$ cat config.mk
export PLATFORM = sky130hd
export DESIGN_NAME = go_back_n_sender_window_core_flat
export DESIGN_NICKNAME = d
export VERILOG_FILES = /design/src/hw/rtl/gbn_pkg.sv /design/src/hw/rtl/gbn_if.sv /design/src/hw/rtl/gbn_front.sv /design/src/hw/rtl/gbn_queue.sv /design/src/hw/rtl/gbn_back.sv /design/src/hw/rtl/go_back_n_sender_window_core.sv /design/src/flat_wrapper.sv
export SDC_FILE = /design/constraint.sdc
export NUM_CORES = 1
export LEC_CHECK = 0
export BUFFER_PORTS_ARGS = -buffer_cell sky130_fd_sc_hd__buf_2
export CORE_UTILIZATION = 30
export CTS_BUF_LIST = sky130_fd_sc_hd__clkbuf_4 sky130_fd_sc_hd__clkbuf_8
export CTS_CLUSTER_DIAMETER = 100
export DETAILED_ROUTE_END_ITERATION = 8
export GPL_TIMING_DRIVEN = 1
export SLEW_MARGIN = 5
export SYNTH_ARGS = -nofsm -noshare
export SYNTH_HDL_FRONTEND = slang
export SYNTH_HIERARCHICAL = 1
export SYNTH_SLANG_ARGS = --single-unit
$ cat constraint.sdc
create_clock -name clk -period 12.25 [get_ports clk]
set_input_delay 1.225 -clock clk [delete_from_list [all_inputs] [get_ports clk]]
set_output_delay 1.225 -clock clk [all_outputs]
set_load 0.01 [all_outputs]
$ cat src/hw/rtl/gbn_pkg.sv
// Shared types, field widths and codes for the go-back-n sender window.
// No dependencies; every other file imports this package.
`default_nettype none
package gbn_pkg;

  localparam int SEQ_BITS   = 3;
  localparam int SLOT_BITS  = SEQ_BITS - 1;
  localparam int WIN_SLOTS  = 1 << SLOT_BITS;

  localparam int KIND_W     = 2;
  localparam int DATA_W     = 64;
  localparam int SEQ_W      = 7;
  localparam int STATUS_W   = 3;
  localparam int TIMER_W    = 32;

  localparam logic [TIMER_W-1:0] TIMEOUT_RESET = TIMER_W'(20);

  localparam int QUEUE_DEPTH = 2;
  localparam int QPTR_W      = $clog2(QUEUE_DEPTH);
  localparam int QCNT_W      = $clog2(QUEUE_DEPTH + 1);

  // input kinds
  localparam logic [KIND_W-1:0] KIND_SEND = 2'd0;
  localparam logic [KIND_W-1:0] KIND_ACK  = 2'd1;
  localparam logic [KIND_W-1:0] KIND_TICK = 2'd2;

  // result status codes
  localparam logic [STATUS_W-1:0] ST_SENT    = 3'd0;
  localparam logic [STATUS_W-1:0] ST_FULL    = 3'd1;
  localparam logic [STATUS_W-1:0] ST_ACK     = 3'd2;
  localparam logic [STATUS_W-1:0] ST_CORRUPT = 3'd3;
  localparam logic [STATUS_W-1:0] ST_OUTSIDE = 3'd4;
  localparam logic [STATUS_W-1:0] ST_RESEND  = 3'd5;
  localparam logic [STATUS_W-1:0] ST_IDLE    = 3'd6;

  // work handed from front to back; count is the resend burst length
  typedef struct packed {
    logic [STATUS_W-1:0] status;
    logic [SEQ_BITS-1:0] seq;
    logic [DATA_W-1:0]   data;
    logic [SEQ_BITS-1:0] count;
    logic [SEQ_BITS-1:0] base;
    logic [SEQ_BITS-1:0] next;
  } cmd_t;

  typedef struct packed {
    logic full;
    logic empty;
  } q_stat_t;

endpackage
`default_nettype wire

$ cat src/hw/rtl/gbn_if.sv
// Valid/ready channel interfaces: request, response and timeout config.
// Depends on gbn_pkg for field widths.
`default_nettype none
interface gbn_req_if import gbn_pkg::*; ();
  logic                valid;
  logic                ready;
  logic [KIND_W-1:0]   kind;
  logic [DATA_W-1:0]   payload;
  logic [SEQ_W-1:0]    ack_number;
  logic                ack_checksum_ok;

  modport source(output valid, kind, payload, ack_number, ack_checksum_ok, input ready);
  modport sink(input valid, kind, payload, ack_number, ack_checksum_ok, output ready);
endinterface

interface gbn_rsp_if import gbn_pkg::*; ();
  logic                valid;
  logic                ready;
  logic [STATUS_W-1:0] status;
  logic [SEQ_W-1:0]    seq_number;
  logic [DATA_W-1:0]   packet_data;
  logic                last;
  logic [SEQ_W-1:0]    window_base;
  logic [SEQ_W-1:0]    next_sequence;

  modport source(output valid, status, seq_number, packet_data, last, window_base,
                 next_sequence, input ready);
  modport sink(input valid, status, seq_number, packet_data, last, window_base,
               next_sequence, output ready);
endinterface

interface gbn_cfg_if import gbn_pkg::*; ();
  logic               valid;
  logic               ready;
  logic [TIMER_W-1:0] timeout_ticks;

  modport source(output valid, timeout_ticks, input ready);
  modport sink(input valid, timeout_ticks, output ready);
endinterface
`default_nettype wire

$ cat src/hw/rtl/gbn_front.sv
// Front end: accepts requests, owns window pointers, timer and timeout register,
// and pushes one command per item into the queue. Depends on gbn_pkg, gbn_if.
`default_nettype none
module gbn_front import gbn_pkg::*; (
  input  wire logic    clk,
  input  wire logic    rst,
  gbn_req_if.sink      req,
  gbn_cfg_if.sink      cfg,
  input  wire q_stat_t q_stat,
  output logic         push,
  output cmd_t         cmd
);

  logic [SEQ_BITS-1:0]  base_seq, base_seq_next;
  logic [SEQ_BITS-1:0]  next_seq, next_seq_next;
  logic                 timer_running, timer_running_next;
  logic [TIMER_W-1:0]   timer_count, timer_count_next;
  logic [TIMER_W-1:0]   timeout_ticks;

  logic [SEQ_BITS-1:0]  seq_inc;
  logic [SLOT_BITS-1:0] b, s, a;
  logic                 in_window;
  logic [TIMER_W-1:0]   count_inc;

  assign req.ready = !q_stat.full;
  assign cfg.ready = 1'b1;
  assign push      = req.valid && !q_stat.full;

  assign seq_inc   = next_seq + SEQ_BITS'(1);
  assign b         = base_seq[SLOT_BITS-1:0];
  assign s         = next_seq[SLOT_BITS-1:0];
  assign a         = req.ack_number[SLOT_BITS-1:0];
  assign in_window = (b > s) ? ((a >= b) || (a < s)) : ((a >= b) && (a < s));
  assign count_inc = timer_count + TIMER_W'(1);

  always_comb begin
    base_seq_next      = base_seq;
    next_seq_next      = next_seq;
    timer_running_next = timer_running;
    timer_count_next   = timer_count;
    cmd.status         = ST_IDLE;
    cmd.seq            = '0;
    cmd.data           = '0;
    cmd.count          = '0;
    unique case (req.kind)
      KIND_SEND: begin
        if (seq_inc[SLOT_BITS-1:0] == b) begin
          cmd.status = ST_FULL;
        end else begin
          cmd.status    = ST_SENT;
          cmd.seq       = next_seq;
          cmd.data      = req.payload;
          next_seq_next = seq_inc;
          if (base_seq == next_seq) begin
            timer_running_next = 1'b1;
            timer_count_next   = '0;
          end
        end
      end
      KIND_ACK: begin
        if (!req.ack_checksum_ok) begin
          cmd.status = ST_CORRUPT;
        end else if (!in_window) begin
          cmd.status = ST_OUTSIDE;
        end else begin
          cmd.status    = ST_ACK;
          base_seq_next = base_seq + SEQ_BITS'(SLOT_BITS'(a - b)) + SEQ_BITS'(1);
          // keep the timer only while packets remain outstanding
          timer_running_next = (base_seq_next != next_seq);
          timer_count_next   = '0;
        end
      end
      KIND_TICK: begin
        if (timer_running) begin
          if (count_inc >= timeout_ticks) begin
            timer_count_next = '0;
            if (next_seq != base_seq) begin
              cmd.status = ST_RESEND;
              cmd.seq    = base_seq;
              cmd.count  = next_seq - base_seq;
            end
          end else begin
            timer_count_next = count_inc;
          end
        end
      end
      default: begin
      end
    endcase
    cmd.base = base_seq_next;
    cmd.next = next_seq_next;
  end

  always_ff @(posedge clk) begin
    if (rst) begin
      base_seq      <= '0;
      next_seq      <= '0;
      timer_running <= 1'b0;
      timer_count   <= '0;
      timeout_ticks <= TIMEOUT_RESET;
    end else begin
      if (push) begin
        base_seq      <= base_seq_next;
        next_seq      <= next_seq_next;
        timer_running <= timer_running_next;
        timer_count   <= timer_count_next;
      end
      if (cfg.valid) begin
        timeout_ticks <= cfg.timeout_ticks;
      end
    end
  end

endmodule
`default_nettype wire

$ cat src/hw/rtl/gbn_queue.sv
// Short command FIFO between the front end and the back end.
// Depends on gbn_pkg for cmd_t and queue sizing.
`default_nettype none
module gbn_queue import gbn_pkg::*; (
  input  wire logic  clk,
  input  wire logic  rst,
  input  wire logic  push,
  input  wire cmd_t  push_cmd,
  input  wire logic  pop,
  output cmd_t       head,
  output q_stat_t    q_stat
);

  cmd_t              entries [QUEUE_DEPTH];
  logic [QPTR_W-1:0] wr_ptr;
  logic [QPTR_W-1:0] rd_ptr;
  logic [QCNT_W-1:0] fill;

  assign head         = entries[rd_ptr];
  assign q_stat.full  = (fill == QCNT_W'(QUEUE_DEPTH));
  assign q_stat.empty = (fill == '0);

  always_ff @(posedge clk) begin
    if (rst) begin
      wr_ptr <= '0;
      rd_ptr <= '0;
      fill   <= '0;
    end else begin
      if (push) begin
        wr_ptr <= wr_ptr + QPTR_W'(1);
      end
      if (pop) begin
        rd_ptr <= rd_ptr + QPTR_W'(1);
      end
      if (push && !pop) begin
        fill <= fill + QCNT_W'(1);
      end else if (pop && !push) begin
        fill <= fill - QCNT_W'(1);
      end
    end
  end

  always_ff @(posedge clk) begin
    if (push) begin
      entries[wr_ptr] <= push_cmd;
    end
  end

endmodule
`default_nettype wire

$ cat src/hw/rtl/gbn_back.sv
// Back end: holds the payload ring, expands resend bursts and drives the
// registered response channel. Depends on gbn_pkg, gbn_if.
`default_nettype none
module gbn_back import gbn_pkg::*; (
  input  wire logic    clk,
  input  wire logic    rst,
  input  wire cmd_t    head,
  input  wire q_stat_t q_stat,
  output logic         pop,
  gbn_rsp_if.source    rsp
);

  logic [DATA_W-1:0]   store [WIN_SLOTS];

  logic                out_valid;
  logic [STATUS_W-1:0] out_status;
  logic [SEQ_BITS-1:0] out_seq;
  logic [DATA_W-1:0]   out_data;
  logic                out_last;
  logic [SEQ_BITS-1:0] out_base;
  logic [SEQ_BITS-1:0] out_next;

  logic                burst;
  logic [SEQ_BITS-1:0] cursor;
  logic [SEQ_BITS-1:0] remaining;
  logic [SEQ_BITS-1:0] burst_base;
  logic [SEQ_BITS-1:0] burst_next;

  logic                load_ok;
  logic                head_multi;

  assign load_ok    = !out_valid || rsp.ready;
  assign pop        = !burst && !q_stat.empty && load_ok;
  assign head_multi = (head.status == ST_RESEND) && (head.count != SEQ_BITS'(1));

  assign rsp.valid         = out_valid;
  assign rsp.status        = out_status;
  assign rsp.seq_number    = SEQ_W'(out_seq);
  assign rsp.packet_data   = out_data;
  assign rsp.last          = out_last;
  assign rsp.window_base   = SEQ_W'(out_base);
  assign rsp.next_sequence = SEQ_W'(out_next);

  always_ff @(posedge clk) begin
    if (rst) begin
      out_valid <= 1'b0;
      burst     <= 1'b0;
    end else if (load_ok) begin
      if (burst) begin
        out_valid <= 1'b1;
        if (remaining == SEQ_BITS'(1)) begin
          burst <= 1'b0;
        end
      end else if (!q_stat.empty) begin
        out_valid <= 1'b1;
        burst     <= head_multi;
      end else begin
        out_valid <= 1'b0;
      end
    end
  end

  always_ff @(posedge clk) begin
    if (load_ok) begin
      if (burst) begin
        out_status <= ST_RESEND;
        out_seq    <= cursor;
        out_data   <= store[cursor[SLOT_BITS-1:0]];
        out_last   <= (remaining == SEQ_BITS'(1));
        out_base   <= burst_base;
        out_next   <= burst_next;
        cursor     <= cursor + SEQ_BITS'(1);
        remaining  <= remaining - SEQ_BITS'(1);
      end else if (!q_stat.empty) begin
        out_status <= head.status;
        out_seq    <= head.seq;
        out_data   <= (head.status == ST_RESEND) ? store[head.seq[SLOT_BITS-1:0]]
                                                 : head.data;
        out_last   <= !head_multi;
        out_base   <= head.base;
        out_next   <= head.next;
        // first resend goes out now, the rest follow from the cursor
        cursor     <= head.seq + SEQ_BITS'(1);
        remaining  <= head.count - SEQ_BITS'(1);
        burst_base <= head.base;
        burst_next <= head.next;
        if (head.status == ST_SENT) begin
          store[head.seq[SLOT_BITS-1:0]] <= head.data;
        end
      end
    end
  end

endmodule
`default_nettype wire

$ cat src/hw/rtl/go_back_n_sender_window_core.sv
// Top level of the go-back-n sender window: front end, command queue, back end.
// Depends on gbn_pkg, gbn_if, gbn_front, gbn_queue, gbn_back.
//
//   channel  dir  handshake    content
//   req      in   valid/ready  kind, payload, ack_number, ack_checksum_ok
//   rsp      out  valid/ready  status, seq_number, packet_data, last, bases
//   cfg      in   valid/ready  timeout_ticks (always ready)
//
// Sends, acks and ticks are taken one per cycle while the two-entry queue
// has room; an item is written into the queue on acceptance and can leave it
// only once it has been written, and its result is registered at the edge it leaves.
// A timeout emits one resend per outstanding packet, one per cycle while rsp is
// ready, from the single registered response stage; meanwhile the queue takes up
// to two more items, then req.ready drops until the burst ends.
// Reset is synchronous; it empties the window, stops the timer, sets the
// timeout to 20 and clears the queue. A stalled rsp holds its item and fills
// the queue, after which req.ready drops.
`default_nettype none
module go_back_n_sender_window_core import gbn_pkg::*; (
  input  wire logic  clk,
  input  wire logic  rst,
  gbn_req_if.sink    req,
  gbn_cfg_if.sink    cfg,
  gbn_rsp_if.source  rsp
);

  q_stat_t q_stat;
  logic    push;
  logic    pop;
  cmd_t    cmd;
  cmd_t    head;

  gbn_front u_front (
    .clk    (clk),
    .rst    (rst),
    .req    (req),
    .cfg    (cfg),
    .q_stat (q_stat),
    .push   (push),
    .cmd    (cmd)
  );

  gbn_queue u_queue (
    .clk      (clk),
    .rst      (rst),
    .push     (push),
    .push_cmd (cmd),
    .pop      (pop),
    .head     (head),
    .q_stat   (q_stat)
  );

  gbn_back u_back (
    .clk    (clk),
    .rst    (rst),
    .head   (head),
    .q_stat (q_stat),
    .pop    (pop),
    .rsp    (rsp)
  );

`ifndef SYNTH
  a_no_overflow: assert property (@(posedge clk) disable iff (rst)
    q_stat.full |-> !push)
    else $error("command queue written while full");

  a_no_underflow: assert property (@(posedge clk) disable iff (rst)
    pop |-> !q_stat.empty)
    else $error("command queue read while empty");

  a_single_last: assert property (@(posedge clk) disable iff (rst)
    rsp.valid && rsp.status != ST_RESEND |-> rsp.last)
    else $error("single result without last");

  a_no_packet: assert property (@(posedge clk) disable iff (rst)
    rsp.valid && rsp.status != ST_RESEND && rsp.status != ST_SENT
      |-> rsp.seq_number == '0 && rsp.packet_data == '0)
    else $error("packet fields set on a result without packet");
`endif

endmodule
`default_nettype wire

$ cat src/flat_wrapper.sv
// flat-port wrapper written by rule: the top's interface ports become plain ports
module go_back_n_sender_window_core_flat import gbn_pkg::*;
  (clk, rst, req_valid, req_kind, req_payload, req_ack_number, req_ack_checksum_ok, req_ready, cfg_valid, cfg_timeout_ticks, cfg_ready, rsp_valid, rsp_status, rsp_seq_number, rsp_packet_data, rsp_last, rsp_window_base, rsp_next_sequence, rsp_ready);
  gbn_req_if req_i ();
  gbn_cfg_if cfg_i ();
  gbn_rsp_if rsp_i ();
  input  wire logic clk;
  input  wire logic rst;
  input wire logic [$bits(req_i.valid)-1:0] req_valid;
  input wire logic [$bits(req_i.kind)-1:0] req_kind;
  input wire logic [$bits(req_i.payload)-1:0] req_payload;
  input wire logic [$bits(req_i.ack_number)-1:0] req_ack_number;
  input wire logic [$bits(req_i.ack_checksum_ok)-1:0] req_ack_checksum_ok;
  output wire logic [$bits(req_i.ready)-1:0] req_ready;
  input wire logic [$bits(cfg_i.valid)-1:0] cfg_valid;
  input wire logic [$bits(cfg_i.timeout_ticks)-1:0] cfg_timeout_ticks;
  output wire logic [$bits(cfg_i.ready)-1:0] cfg_ready;
  output wire logic [$bits(rsp_i.valid)-1:0] rsp_valid;
  output wire logic [$bits(rsp_i.status)-1:0] rsp_status;
  output wire logic [$bits(rsp_i.seq_number)-1:0] rsp_seq_number;
  output wire logic [$bits(rsp_i.packet_data)-1:0] rsp_packet_data;
  output wire logic [$bits(rsp_i.last)-1:0] rsp_last;
  output wire logic [$bits(rsp_i.window_base)-1:0] rsp_window_base;
  output wire logic [$bits(rsp_i.next_sequence)-1:0] rsp_next_sequence;
  input wire logic [$bits(rsp_i.ready)-1:0] rsp_ready;
  assign req_i.valid = req_valid;
  assign req_i.kind = req_kind;
  assign req_i.payload = req_payload;
  assign req_i.ack_number = req_ack_number;
  assign req_i.ack_checksum_ok = req_ack_checksum_ok;
  assign req_ready = req_i.ready;
  assign cfg_i.valid = cfg_valid;
  assign cfg_i.timeout_ticks = cfg_timeout_ticks;
  assign cfg_ready = cfg_i.ready;
  assign rsp_valid = rsp_i.valid;
  assign rsp_status = rsp_i.status;
  assign rsp_seq_number = rsp_i.seq_number;
  assign rsp_packet_data = rsp_i.packet_data;
  assign rsp_last = rsp_i.last;
  assign rsp_window_base = rsp_i.window_base;
  assign rsp_next_sequence = rsp_i.next_sequence;
  assign rsp_i.ready = rsp_ready;
  go_back_n_sender_window_core u_core (.clk(clk), .rst(rst), .req(req_i), .cfg(cfg_i), .rsp(rsp_i));
endmodule
==> results.tsv <==
metric	value	unit
dieArea	0.08833	mm2
synth_xor_area_share	1.173	%
antenna_left	0	
netlist_area	0.02614	mm2
r2r_cells	13	
die_w	297.2	um
drt_iter0_markers	934	
critical_path.max_fanout	20	
hold_class	reg2reg	
max_cap_viol_count	0	
status	completed	
pwr_density_cell	206.2	mW/mm2
routed_via_density	4.884	
timing.final.crit_share	38.72	%
die_y	297.2	um
post_cts_resized	0	
path_cells	ha_1 > nand3_1 > nor2_1 > nand3_1 > o31a_1 > or2_1 > ha_1 > nand4_1 > a2111oi_0 > o31ai_2 > buf_4 > and3_1 > mux2_2	
cts_hold_buf	0	
io_buffers	184	
leakagePower	0.01103	uW
clockRootBuffer	clkbuf_8	
rsz0062_at_grt	no	
fin_nets	2072	
io_pins	203	
synth_cells	1698	
synth_edf_count	503	
syn2layout_area_growth	15.99	%
skew	54.20	ps
antenna_found_initial	11	
start_util	30.51	%
synth-seq-cells	583	
synth.mux.area_fraction	15.70	%
layout.cells.non_filler	3134	
avgSynthCellArea	15.40	um2
grt_pass1_wl	97100	um
cts_setup_buffers	0	
yosys_warnings	6	
hold_depth	2	
drv_slew	0	
synth_top_area_share	57.78	%
worstMarginPinSlew	1360	ps
htreeDepth	3	
clock.fmax	210.8	MHz
cp-end-kind	flip-flop	
cp_data_required_time	12830	ps
synth_simple_gate_area_share	6.193	%
synth.distinct_cells	67	
hold_viol	0	
cp-start-kind	flip-flop	
avgRoutedWirePerCell	20.28	um
netlist_top_cells_area	edfxtp_1 58%, mux2i_1 6.2%, dfxtp_1 6.1%	
yosys.area.top_type	edfxtp_1	
crit_type	reg2reg	
drc_errors	0	
min_period	4743	ps
path_clk_slew	60	ps
routabilityCongestion	0.8183	
insertion_delay	740	ps
crit_arrival	5330	ps
core	0.08568	mm2
postRouteWirelength	63550	um
grt_usage	14.21	%
seq_area_frac_synth	63.90	%
cts-buffers-inserted	102	
drive_gt1_share	29.40	%
nFillCells	8224	
cts_sinks	583	
synth-compound-area-share	7.237	%
gr-total-overflow	0	
firstDrtPassIters	5	
grt_max_degree	74	
cts_tree	done	
grt_pass1_vias	16460	
ir_drop	96.42	uV
finalSetupTns	0	ps
rows	107	
final_core_utilization	35.39	%
total_power	6252	uW
dp_hpwl	37480	um
finalSetupViolCount	0	
synth_adder_area_share	2.570	%
vias	15310	
cp_slowest_cell	a2111oi_0	
placed_cell_area	0.02818	mm2
dpl.cell_count	2950	
synthFlopType	edfxtp_1	
n_antenna_cell	0	
slowest_delay	800	ps
fin_area	0.03032	mm2
cts_buffer_depth	3	
async_flop_share	0	%
synth_top_family_by_area	multiplexers	
slew_headroom	9.313	%
-- state kept, by name, summed over array words and instances (netlist names), 2 cells and up, named ones only --
| register | cells |
|---|---|
| u_core/u_back/burst_base | 3 |
| u_core/u_back/burst_next | 3 |
| u_core/u_back/cursor | 3 |
| u_core/u_back/out_base | 3 |
| u_core/u_back/out_next | 3 |
| u_core/u_back/out_seq | 3 |
| u_core/u_back/remaining | 3 |
| u_core/u_back/rsp.packet_data | 64 |
| u_core/u_back/rsp.status | 3 |
| u_core/u_back/store | 256 |
| u_core/u_front/base_seq | 3 |
| u_core/u_front/next_seq | 3 |
| u_core/u_front/timeout_ticks | 32 |
| u_core/u_front/timer_count | 32 |
| u_core/u_queue/entries | 158 |
| u_core/u_queue/fill | 2 |
-- metrics by stage --
step,hold slack (ps),worst slack [ps]
after global routing,491.6,7340
after global placement,456.3,7663
after CTS,476.4,7533
after floorplan,440.3,5894
after detailed placement,468.3,7542
final,479.6,7507
-- report_power, final --
| group | internal, uW | switching (uW) |
|---|---|---|
| Sequential | 2660 | 141 |
| Combinational | 675 | 925 |
| Clock | 1030 | 825 |
-- final timing paths --
kind	to	slack, ps	start
setup / recovery	u_core/u_front/timer_count[0]$_SDFFE_PP0P_	7510	u_core/u_front/timer_count[0]$_SDFFE_PP0P_
hold / removal	u_core/u_front/timer_count[22]$_SDFFE_PP0P_	480	u_core/u_front/timer_count[22]$_SDFFE_PP0P_
setup reg to reg	u_core/u_front/timer_count[0]$_SDFFE_PP0P_	7510	u_core/u_front/timer_count[0]$_SDFFE_PP0P_
hold reg to reg	u_core/u_front/timer_count[22]$_SDFFE_PP0P_	480	u_core/u_front/timer_count[22]$_SDFFE_PP0P_
-- routing by layer --
metal,wire [um],track usage [%],share of wire [%]
met5,105,0,0.17
met1,26580,17.22,42
met4,1499,4.921,2.4
met3,4203,3.893,6.6
met2,31160,24.20,49
-- cells in the mapped netlist (all sizes together) (3+ instances only) --
| master | count |
|---|---|
| inv | 56 |
| a22o | 17 |
| mux2 | 90 |
| o21ai | 14 |
| o31a | 5 |
| a21o | 5 |
| nand2 | 66 |
| nor2 | 67 |
| nand4 | 10 |
| nor3 | 13 |
| mux4 | 64 |
| buf | 66 |
| nor4 | 6 |
| o221a | 43 |
| xor2 | 17 |
| a221o | 21 |
| o22ai | 21 |
| a2111oi | 3 |
| nand3 | 15 |
| a22oi | 43 |
| dfxtp | 80 |
| a21oi | 21 |
| ha | 48 |
| and3 | 9 |
| nor2b | 15 |
| and2 | 75 |
| edfxtp | 503 |
| o211ai | 18 |
| and4 | 4 |
| nand2b | 7 |
| mux2i | 161 |
| xnor2 | 18 |
| or2 | 19 |
| fa | 3 |
| o31ai | 3 |
| clkbuf | 44 |
-- final cells by class --
cell class              count  area (um2)  share of cell area [%]
inverters                  56       210.2                  0.6932
flip-flops and latches    583       16710                   55.12
repair buffers            207        1094                   3.607
clock inverters            43       419.2                   1.382
well taps                1144        1431                   4.721
multi-input cells         960        8732                   28.80
clock buffers             141        1722                   5.678
-- cells in the final DEF (no fill, tap or decap), types with 10 or more instances in the layout --
| master | netlist | routed |
|---|---|---|
| ha_1 | 48 | 48 |
| nor3_1 | 13 | 11 |
| o211ai_1 | 18 | 18 |
| o21ai_0 | 11 | 11 |
| a221o_1 | 21 | 21 |
| edfxtp_1 | 503 | 503 |
| clkinv_2 | 0 | 10 |
| inv_1 | 56 | 56 |
| nor2_1 | 67 | 62 |
| xor2_1 | 17 | 17 |
| a22oi_1 | 43 | 43 |
| mux4_2 | 64 | 64 |
| clkinv_1 | 0 | 20 |
| o221a_1 | 20 | 20 |
| mux2_2 | 80 | 78 |
| and2_1 | 75 | 73 |
| buf_4 | 16 | 23 |
| mux2_4 | 10 | 11 |
| nor2b_1 | 15 | 12 |
| o22ai_1 | 21 | 21 |
| mux2i_1 | 161 | 161 |
| nand3_1 | 15 | 15 |
| xnor2_1 | 18 | 18 |
| clkbuf_4 | 0 | 35 |
| clkbuf_8 | 0 | 106 |
| a22o_1 | 17 | 17 |
| o221a_2 | 23 | 23 |
| a21oi_1 | 21 | 21 |
| nand4_1 | 10 | 10 |
| conb_1 | 2 | 13 |
| nand2_1 | 66 | 66 |
| or2_2 | 15 | 15 |
| buf_2 | 35 | 184 |
| dfxtp_1 | 80 | 78 |
-- worst max-delay path: cells and delay by family, from the launching register on --
kind / cells / cell delay [ps]
AOI/OAI and AO/OA: 3 / 1300
adders and majority gates: 2 / 550
buffers and inverters: 1 / 260
DFF: 1 / 410
muxes: 1 / 360
and+or+nand+nor: 6 / 1730
-- logic make-up after synthesis --
family / count (synthesis)
compound gates: 231
xor+xnor: 35
fa+ha+maj: 52
buf+inv: 166
flops: 583
mux: 315
other cells: 2
simple gates: 314
No activity file was read; power rests on OpenSTA's default activity.
